==> src/design/ssme_pkg.sv <==
// Shared constants, codes and handshake structs of the sorted set merge engine.
`default_nettype none

package ssme_pkg;

    localparam int LIST_DEPTH = 32;
    localparam int CNT_W      = $clog2(LIST_DEPTH + 1);
    localparam int IDX_W      = (LIST_DEPTH > 1) ? $clog2(LIST_DEPTH) : 1;
    localparam int DATA_W     = 32;
    localparam int APB_ADDR_W = 3;
    localparam int APB_DATA_W = 32;

    localparam logic [1:0] OP_LOAD_A = 2'd0;
    localparam logic [1:0] OP_LOAD_B = 2'd1;
    localparam logic [1:0] OP_RUN    = 2'd2;

    localparam logic [1:0] MODE_MERGE = 2'd0;
    localparam logic [1:0] MODE_UNION = 2'd1;
    localparam logic [1:0] MODE_INTER = 2'd2;
    localparam logic [1:0] MODE_DIFF  = 2'd3;

    localparam logic [0:0] REG_SET_MODE = 1'b0;

    typedef enum logic [1:0] {
        ST_IDLE,
        ST_RD,
        ST_CMP,
        ST_FIN
    } ssme_state_t;

    typedef struct packed {
        logic load_a;
        logic load_b;
        logic clr_ptr;
        logic adv_i;
        logic adv_j;
        logic emit;
        logic emit_sel_b;
        logic fin;
    } ssme_cmd_t;

    typedef struct packed {
        logic a_avail;
        logic b_avail;
        logic a_lt_b;
        logic b_lt_a;
        logic pend_valid;
        logic out_busy;
    } ssme_stat_t;

endpackage

`default_nettype wire

==> src/design/sorted_set_merge_engine_top.sv <==
// Top level of the sorted set merge engine: register port, controller and datapath.
`default_nettype none

// Channel   Direction  Handshake                 Payload
// apb       in/out     psel, penable, pready     paddr, pwrite, pwdata, prdata (set_mode)
// in        in         in_valid / in_ready       op, element
// out       out        out_valid / out_ready     value, is_last, is_empty, overflow
//
// A load transfer (op append to A or B) is taken while the engine is idle, and in_ready stays high.
// A run walks both lists with two pointers, each step passing a registered read state and a compare
// state; in_ready stays low until the final result is pushed, and each step advances a pointer.
// Reset empties both lists and clears the mode and the overflow flag; the memories keep their data.
// A stalled output holds the walk at its compare step; one result waits in a hold stage so that
// is_last can be set, and the final result may wait in the output register as the next transfer lands.

module sorted_set_merge_engine_top (
    input  wire logic                                  clk,
    input  wire logic                                  rst_n,
    input  wire logic                                  psel,
    input  wire logic                                  penable,
    input  wire logic                                  pwrite,
    input  wire logic [ssme_pkg::APB_ADDR_W-1:0]       paddr,
    input  wire logic [ssme_pkg::APB_DATA_W-1:0]       pwdata,
    output logic [ssme_pkg::APB_DATA_W-1:0]            prdata,
    output logic                                       pready,
    input  wire logic                                  in_valid,
    output logic                                       in_ready,
    input  wire logic [1:0]                            op,
    input  wire logic signed [ssme_pkg::DATA_W-1:0]    element,
    output logic                                       out_valid,
    input  wire logic                                  out_ready,
    output logic signed [ssme_pkg::DATA_W-1:0]         value,
    output logic                                       is_last,
    output logic                                       is_empty,
    output logic                                       overflow
);

    ssme_pkg::ssme_cmd_t  cmd;
    ssme_pkg::ssme_stat_t status;

    logic [1:0] set_mode_reg, set_mode_next;
    logic       reg_sel;
    logic       cfg_write;

    // Register index is the word address; only index zero holds a register.
    assign reg_sel   = (paddr[2] == ssme_pkg::REG_SET_MODE);
    assign cfg_write = psel && penable && pwrite;
    assign pready    = 1'b1;

    always_comb
    begin
        set_mode_next = set_mode_reg;
        if (cfg_write && reg_sel)
        begin
            set_mode_next = pwdata[1:0];
        end
    end

    always_ff @(posedge clk or negedge rst_n)
    begin
        if (!rst_n)
        begin
            set_mode_reg <= ssme_pkg::MODE_MERGE;
        end
        else
        begin
            set_mode_reg <= set_mode_next;
        end
    end

    // Reads return the mode register, and zero at addresses with no register.
    assign prdata = reg_sel ? {{(ssme_pkg::APB_DATA_W-2){1'b0}}, set_mode_reg} : '0;

    ssme_ctrl u_ctrl (
        .clk      (clk),
        .rst_n    (rst_n),
        .in_valid (in_valid),
        .op       (op),
        .mode     (set_mode_reg),
        .status   (status),
        .in_ready (in_ready),
        .cmd      (cmd)
    );

    ssme_datapath u_datapath (
        .clk       (clk),
        .rst_n     (rst_n),
        .cmd       (cmd),
        .element   (element),
        .out_ready (out_ready),
        .status    (status),
        .out_valid (out_valid),
        .value     (value),
        .is_last   (is_last),
        .is_empty  (is_empty),
        .overflow  (overflow)
    );

endmodule

`default_nettype wire

==> src/design/ssme_datapath.sv <==
// Datapath: list memories, counts, walk pointers, hold stage and output register.
`default_nettype none

module ssme_datapath (
    input  wire logic                              clk,
    input  wire logic                              rst_n,
    input  wire ssme_pkg::ssme_cmd_t               cmd,
    input  wire logic signed [ssme_pkg::DATA_W-1:0] element,
    input  wire logic                              out_ready,
    output ssme_pkg::ssme_stat_t                   status,
    output logic                                   out_valid,
    output logic signed [ssme_pkg::DATA_W-1:0]     value,
    output logic                                   is_last,
    output logic                                   is_empty,
    output logic                                   overflow
);

    logic [ssme_pkg::DATA_W-1:0] mem_a [ssme_pkg::LIST_DEPTH];
    logic [ssme_pkg::DATA_W-1:0] mem_b [ssme_pkg::LIST_DEPTH];

    logic [ssme_pkg::DATA_W-1:0] rd_a_reg;
    logic [ssme_pkg::DATA_W-1:0] rd_b_reg;

    logic [ssme_pkg::CNT_W-1:0] count_a_reg, count_a_next;
    logic [ssme_pkg::CNT_W-1:0] count_b_reg, count_b_next;
    logic [ssme_pkg::CNT_W-1:0] ptr_i_reg, ptr_i_next;
    logic [ssme_pkg::CNT_W-1:0] ptr_j_reg, ptr_j_next;
    logic                       dropped_reg, dropped_next;

    logic [ssme_pkg::DATA_W-1:0] pend_value_reg, pend_value_next;
    logic                        pend_valid_reg, pend_valid_next;

    logic                        out_valid_reg, out_valid_next;
    logic [ssme_pkg::DATA_W-1:0] out_value_reg, out_value_next;
    logic                        out_last_reg, out_last_next;
    logic                        out_empty_reg, out_empty_next;
    logic                        out_ovf_reg, out_ovf_next;

    logic                        a_full;
    logic                        b_full;
    logic                        push;
    logic [ssme_pkg::DATA_W-1:0] emit_value;

    assign a_full = (count_a_reg == ssme_pkg::CNT_W'(ssme_pkg::LIST_DEPTH));
    assign b_full = (count_b_reg == ssme_pkg::CNT_W'(ssme_pkg::LIST_DEPTH));
    assign emit_value = cmd.emit_sel_b ? rd_b_reg : rd_a_reg;
    assign push = (cmd.emit && pend_valid_reg) || cmd.fin;

    // Memories: one write and one registered read per list each cycle.
    always_ff @(posedge clk)
    begin
        if (cmd.load_a && !a_full)
        begin
            mem_a[count_a_reg[ssme_pkg::IDX_W-1:0]] <= element;
        end
        if (cmd.load_b && !b_full)
        begin
            mem_b[count_b_reg[ssme_pkg::IDX_W-1:0]] <= element;
        end
        rd_a_reg <= mem_a[ptr_i_reg[ssme_pkg::IDX_W-1:0]];
        rd_b_reg <= mem_b[ptr_j_reg[ssme_pkg::IDX_W-1:0]];
    end

    always_comb
    begin
        count_a_next    = count_a_reg;
        count_b_next    = count_b_reg;
        dropped_next    = dropped_reg;
        ptr_i_next      = ptr_i_reg;
        ptr_j_next      = ptr_j_reg;
        pend_value_next = pend_value_reg;
        pend_valid_next = pend_valid_reg;
        out_value_next  = out_value_reg;
        out_last_next   = out_last_reg;
        out_empty_next  = out_empty_reg;
        out_ovf_next    = out_ovf_reg;
        out_valid_next  = out_valid_reg && !out_ready;

        if (cmd.load_a)
        begin
            if (a_full)
            begin
                dropped_next = 1'b1;
            end
            else
            begin
                count_a_next = count_a_reg + 1'b1;
            end
        end
        if (cmd.load_b)
        begin
            if (b_full)
            begin
                dropped_next = 1'b1;
            end
            else
            begin
                count_b_next = count_b_reg + 1'b1;
            end
        end

        if (cmd.clr_ptr)
        begin
            ptr_i_next      = '0;
            ptr_j_next      = '0;
            pend_valid_next = 1'b0;
        end
        if (cmd.adv_i)
        begin
            ptr_i_next = ptr_i_reg + 1'b1;
        end
        if (cmd.adv_j)
        begin
            ptr_j_next = ptr_j_reg + 1'b1;
        end

        // The held result goes out only once it is known whether it is the last one.
        if (push)
        begin
            out_valid_next = 1'b1;
            out_value_next = pend_valid_reg ? pend_value_reg : '0;
            out_last_next  = cmd.fin;
            out_empty_next = cmd.fin && !pend_valid_reg;
            out_ovf_next   = dropped_reg;
        end
        if (cmd.emit)
        begin
            pend_value_next = emit_value;
            pend_valid_next = 1'b1;
        end
        if (cmd.fin)
        begin
            pend_valid_next = 1'b0;
            dropped_next    = 1'b0;
        end
    end

    always_ff @(posedge clk or negedge rst_n)
    begin
        if (!rst_n)
        begin
            count_a_reg    <= '0;
            count_b_reg    <= '0;
            dropped_reg    <= 1'b0;
            ptr_i_reg      <= '0;
            ptr_j_reg      <= '0;
            pend_valid_reg <= 1'b0;
            out_valid_reg  <= 1'b0;
        end
        else
        begin
            count_a_reg    <= count_a_next;
            count_b_reg    <= count_b_next;
            dropped_reg    <= dropped_next;
            ptr_i_reg      <= ptr_i_next;
            ptr_j_reg      <= ptr_j_next;
            pend_valid_reg <= pend_valid_next;
            out_valid_reg  <= out_valid_next;
        end
    end

    always_ff @(posedge clk)
    begin
        pend_value_reg <= pend_value_next;
        out_value_reg  <= out_value_next;
        out_last_reg   <= out_last_next;
        out_empty_reg  <= out_empty_next;
        out_ovf_reg    <= out_ovf_next;
    end

    always_comb
    begin
        status.a_avail    = (ptr_i_reg < count_a_reg);
        status.b_avail    = (ptr_j_reg < count_b_reg);
        status.a_lt_b     = ($signed(rd_a_reg) < $signed(rd_b_reg));
        status.b_lt_a     = ($signed(rd_b_reg) < $signed(rd_a_reg));
        status.pend_valid = pend_valid_reg;
        status.out_busy   = out_valid_reg && !out_ready;
    end

    assign out_valid = out_valid_reg;
    assign value     = $signed(out_value_reg);
    assign is_last   = out_last_reg;
    assign is_empty  = out_empty_reg;
    assign overflow  = out_ovf_reg;

    // A walk pointer never runs past the count of its list.
    assert property (@(posedge clk) disable iff (!rst_n)
        (ptr_i_reg <= count_a_reg) && (ptr_j_reg <= count_b_reg))
        else $error("walk pointer beyond list count");

    // A result is never pushed over one that is still waiting to be taken.
    assert property (@(posedge clk) disable iff (!rst_n)
        push |-> !(out_valid_reg && !out_ready))
        else $error("result pushed into a stalled output register");

endmodule

`default_nettype wire

==> src/design/ssme_ctrl.sv <==
// Controller: state machine that sequences loads and the two-pointer walk.
`default_nettype none

module ssme_ctrl (
    input  wire logic                 clk,
    input  wire logic                 rst_n,
    input  wire logic                 in_valid,
    input  wire logic [1:0]           op,
    input  wire logic [1:0]           mode,
    input  wire ssme_pkg::ssme_stat_t status,
    output logic                      in_ready,
    output ssme_pkg::ssme_cmd_t       cmd
);

    ssme_pkg::ssme_state_t state_reg, state_next;

    logic want_a;
    logic want_b;
    logic step_i;
    logic step_j;
    logic done;
    logic stall;

    // Walk decision for the pair of heads read in the previous cycle.
    always_comb
    begin
        want_a = 1'b0;
        want_b = 1'b0;
        step_i = 1'b0;
        step_j = 1'b0;
        done   = 1'b0;
        if (status.a_avail && status.b_avail)
        begin
            if (status.a_lt_b)
            begin
                want_a = (mode != ssme_pkg::MODE_INTER);
                step_i = 1'b1;
            end
            else if (status.b_lt_a)
            begin
                want_b = (mode == ssme_pkg::MODE_MERGE) || (mode == ssme_pkg::MODE_UNION);
                step_j = 1'b1;
            end
            else if (mode == ssme_pkg::MODE_MERGE)
            begin
                want_b = 1'b1;
                step_j = 1'b1;
            end
            else
            begin
                want_a = (mode == ssme_pkg::MODE_UNION) || (mode == ssme_pkg::MODE_INTER);
                step_i = 1'b1;
                step_j = 1'b1;
            end
        end
        else if (status.a_avail && (mode != ssme_pkg::MODE_INTER))
        begin
            want_a = 1'b1;
            step_i = 1'b1;
        end
        else if (status.b_avail &&
                 ((mode == ssme_pkg::MODE_MERGE) || (mode == ssme_pkg::MODE_UNION)))
        begin
            want_b = 1'b1;
            step_j = 1'b1;
        end
        else
        begin
            done = 1'b1;
        end
        stall = (want_a || want_b) && status.pend_valid && status.out_busy;
    end

    always_comb
    begin
        state_next = state_reg;
        case (state_reg)
            ssme_pkg::ST_IDLE:
            begin
                if (in_valid && (op == ssme_pkg::OP_RUN))
                begin
                    state_next = ssme_pkg::ST_RD;
                end
            end
            ssme_pkg::ST_RD:
            begin
                state_next = ssme_pkg::ST_CMP;
            end
            ssme_pkg::ST_CMP:
            begin
                if (done)
                begin
                    state_next = ssme_pkg::ST_FIN;
                end
                else if (!stall)
                begin
                    state_next = ssme_pkg::ST_RD;
                end
            end
            ssme_pkg::ST_FIN:
            begin
                if (!status.out_busy)
                begin
                    state_next = ssme_pkg::ST_IDLE;
                end
            end
            default:
            begin
                state_next = ssme_pkg::ST_IDLE;
            end
        endcase
    end

    always_comb
    begin
        cmd      = '0;
        in_ready = 1'b0;
        case (state_reg)
            ssme_pkg::ST_IDLE:
            begin
                in_ready    = 1'b1;
                cmd.load_a  = in_valid && (op == ssme_pkg::OP_LOAD_A);
                cmd.load_b  = in_valid && (op == ssme_pkg::OP_LOAD_B);
                cmd.clr_ptr = in_valid && (op == ssme_pkg::OP_RUN);
            end
            ssme_pkg::ST_CMP:
            begin
                cmd.adv_i      = step_i && !stall;
                cmd.adv_j      = step_j && !stall;
                cmd.emit       = (want_a || want_b) && !stall;
                cmd.emit_sel_b = want_b;
            end
            ssme_pkg::ST_FIN:
            begin
                cmd.fin = !status.out_busy;
            end
            default:
            begin
                cmd = '0;
            end
        endcase
    end

    always_ff @(posedge clk or negedge rst_n)
    begin
        if (!rst_n)
        begin
            state_reg <= ssme_pkg::ST_IDLE;
        end
        else
        begin
            state_reg <= state_next;
        end
    end

    // An accepted run always starts with a memory read cycle.
    assert property (@(posedge clk) disable iff (!rst_n)
        (in_valid && in_ready && (op == ssme_pkg::OP_RUN)) |=> (state_reg == ssme_pkg::ST_RD))
        else $error("run transfer did not start the walk");

    // Read data is always compared in the cycle after the read.
    assert property (@(posedge clk) disable iff (!rst_n)
        (state_reg == ssme_pkg::ST_RD) |=> (state_reg == ssme_pkg::ST_CMP))
        else $error("read cycle not followed by compare");

    // Once the final result is pushed the engine is free for the next transfer.
    assert property (@(posedge clk) disable iff (!rst_n)
        cmd.fin |=> (state_reg == ssme_pkg::ST_IDLE) && in_ready)
        else $error("engine not idle after final result");

endmodule

`default_nettype wire
==> config.mk <==
export PLATFORM = sky130hd
export DESIGN_NAME = sorted_set_merge_engine_top
export DESIGN_NICKNAME = d
export VERILOG_FILES = /design/src/design/ssme_pkg.sv /design/src/design/sorted_set_merge_engine_top.sv /design/src/design/ssme_datapath.sv /design/src/design/ssme_ctrl.sv
export SDC_FILE = /design/constraint.sdc
export NUM_CORES = 2
export LEC_CHECK = 0
export BUFFER_PORTS_ARGS = -buffer_cell sky130_fd_sc_hd__buf_2
export CAP_MARGIN = 10
export CORE_MARGIN = 2
export CORE_UTILIZATION = 55
export DETAILED_ROUTE_END_ITERATION = 8
export PLACE_DENSITY = 0.71
export SETUP_SLACK_MARGIN = 0.4
export SYNTH_ARGS = -nofsm -noshare
export SYNTH_HDL_FRONTEND = slang
export SYNTH_SLANG_ARGS = --single-unit
export TNS_END_PERCENT = 30
==> constraint.sdc <==
create_clock -name clk -period 5.1 [get_ports clk]
set_input_delay 0.765 -clock clk [delete_from_list [all_inputs] [get_ports clk]]
set_output_delay 0.765 -clock clk [all_outputs]
set_load 0.01 [all_outputs]
==> impl_metrics.yaml <==
logic_synthesis:
  async_reset_ff_share_pct: 1.40
  yosys.cell_types.count: 60
  yosys_warnings: 0
  synth_common_cells: "edfxtp_1, mux4_2, clkbuf_1"
  syn_avg_cell_area_um2: 23.5
  yosysSeqAreaShare_pct: 77.5
  yosysTopAreaCell: "edfxtp_1"
  ys_ff_latch: 2210
  synth-edff-count: 2115
  synth_area_um2: 84600
  synth_flop_cell: "edfxtp_1"
  synthCells: 3604
  synth_top_area_share_pct: 75.1
  yosysMostFrequentCell: "edfxtp_1"
  synthTopCellsByArea: "edfxtp_1, mux4_2, dfxtp_1"
pwr:
  p_int_mw: 31.0
  powerDensity_nw_per_um2: 416
  ir_drop_mv: 0.327
  clockPowerShare_pct: 39.2
  p_leak_nw: 29.4
  comb_power_share_pct: 9.3
  swShare_pct: 21.8
  switching_power_mw: 8.67
  seq_power_share_pct: 51.5
placed_design:
  hpwlAfterDp_mm: 99.3
  io_buffers: 82
  place_area_um2: 88600
  finalWeightedCongestion: 0.845
finish:
  antenna_cells: 0
  final_area_um2: 95500
  area_growth_pct: 12.9
  layout.nets: 3956
  drive_above_1_share_pct: 32.3
die:
  die_y_um: 396
  rows: 143
  core_um2: 152000
  initial_core_util_pct: 55.5
  dieArea_um2: 157000
  die-width_um: 396
  ios: 146
worst_setup_path:
  path_common_cell: "buf_4"
  start_kind: "register"
  critPathRequiredTime_ns: 5.56
  max_stage_delay_ns: 0.53
  crit_family: "compound AO/OA/AOI/OAI gates"
  worstSetupEndpointType: "register"
  crit_start: "u_datapath.rd_b_reg[13]$_DFF_P_"
  rr_endpoint: "u_datapath.pend_value_reg[10]$_DFFE_PP_"
  arrival_ns: 4.71
  crit_path_end: "u_datapath.pend_value_reg[10]$_DFFE_PP_"
  cp_cell_sequence: "inv_1 -> ha_1 -> nand4_1 -> nor2_1 -> a221oi_1 -> buf_4 -> a31oi_1 -> o22ai_1 -> nor3_1 -> a311oi_1 -> and3_2 -> buf_4"
  ff2ff_path_depth: 12
  crit_buf_inv: 3
  reg2reg_setup_slack_ns: 0.84
  path_depth: 12
  crit_type: "register to register"
  crit_path_max_fanout: 33
  timing.rr.start: "u_datapath.rd_b_reg[13]$_DFF_P_"
  cp_slowest_cell: "o22ai_1"
detailed_routing:
  routed_wl_mm: 190
  drt-pass1-iter-count: 6
  drc: 0
  wire_per_inst_um: 31.4
  drtIter0Drc: 5051
  drt.antenna.violating_nets: 0
  routed_via_density: 6.38
  vias: 38500
clocking:
  cts_tree: "built"
  cts_sinks: 2210
  postCtsHoldBufs: 0
  cts_setup_buffers: 0
  clk_path_buf_depth: 3
  clkLatencyLatePin_ns: 0.83
  h-tree-depth: 4
  cts_resized: 0
  cts_root_buf: "clkbuf_16"
  clkTransAtPathRegs_ns: 0.06
  cts_buffers: 207
global_route:
  grt_pass1_vias: 38500
  grt_max_degree: 130
  grt_usage_pct: 24.5
  grt_pass1_wl_mm: 272
  antenna_found_initial: 1
  grt_overflow_total: 0
timing:
  final_max_slew_viol_count: 0
  fin_skew_ns: 0.0249
  fmaxAchievable_mhz: 235
  period_minus_slack_ns: 4.26
  finalHoldViolations: 0
  max_slew.worst_pin.slew_ns: 1.27
  relSlewSlack_pct: 15.5
  report.final.setup_viol: 0
  rsz0062_at_grt: "false"
  period_share_pct: 83.5
  holdWs_ns: 0.0602
  fin_tns_setup_ns: 0
run:
  cap_violations: 0
status:
  status: "finished, final reports clean"
min_path:
  min_path_type: "input port to async pin"
-- worst min path at each step --
stage | end | slack (ns) | depth (start not counted)
global placement | u_datapath.overflow$_DFFE_PP_ | 0.44 | 0
finish | u_datapath.dropped_reg$_DFF_PN0_ | 0.06 | 1
global route | u_datapath.dropped_reg$_DFF_PN0_ | 0.09 | 1
floorplan | u_datapath.overflow$_DFFE_PP_ | 0.43 | 0
detailed placement | u_datapath.overflow$_DFFE_PP_ | 0.44 | 0
CTS | set_mode_reg[0]$_DFFE_PN0P_ | 0.05 | 1
-- logic make-up after synthesis --
kind of cell	synth area share, %
DFF	77.5
muxes	18.0
and+or+nand+nor	1.43
buffers and inverters	1.30
AOI/OAI and AO/OA	0.784
adders and majority gates	0.814
xor gates and xnor gates	0.135
other	0.00888
-- power by group through the flow --
stage                     Combinational, mW  Sequential [mW]  Clock [mW]
after floorplan                        2.58             20.7           0
after global placement                 3.65             20.8           0
after detailed placement               3.71             20.9           0
after CTS                              3.73             20.5        15.8
after global routing                   3.95             20.5        16.5
final                                  3.68             20.5        15.6
-- per-layer routing --
metal  part of all wire [%]  GRT usage [%]  up-vias
met4                    2.4           6.96        4
li1                       -              -    15600
met5                  0.081          0.647        -
met3                    9.1           5.52      271
met2                     49           38.4     1920
met1                     40           35.2    20700
-- placed cells by master, fill, tap and decap left out, types with 4 or more instances in the layout --
cell and instances:
nor2b_1 6, o31ai_1 5, clkbuf_16 214, mux2_2 68, ha_1 55, clkinv_1 39
dfrtp_1 21, clkbuf_1 36, dfrtp_4 8, a21oi_1 23, and2_1 34, nor3_1 4
conb_1 31, clkbuf_8 14, buf_4 58, xnor2_1 11, clkinv_2 43, bufinv_16 25
buf_12 44, nand3_1 25, nand2_1 69, nor2_1 26, mux4_2 640, buf_2 82
nand4_1 10, edfxtp_1 2115, clkinvlp_4 7, dfxtp_1 64, o21ai_0 44, nor2_4 65
inv_1 52
-- through the flow --
| step | utilization, % | power [mW] | worst slack [ns] | std cells |
|---|---|---|---|---|
| after floorplan | - | 23.3 | 1.04 | 3633 |
| after global placement | 58.2 | 24.5 | 1.12 | 5646 |
| final | 62.7 | 39.7 | 0.844 | 6031 |
| after global routing | 62.7 | 40.9 | 0.826 | 6031 |
| after detailed placement | 58.2 | 24.6 | 1.13 | 5646 |
| after CTS | 62.7 | 40.0 | 1.13 | 6031 |
-- cell type report --
cell class | count | area, µm²
multi-input combinational | 1170 | 18500
sequential | 2210 | 65600
inverter | 52 | 195
timing repair buffer | 184 | 1730
clock inverter | 121 | 1240
fill | 9831 | 56800
tap | 2030 | 2540
clock buffer | 264 | 5680
Power figures use the tool's default switching activity.
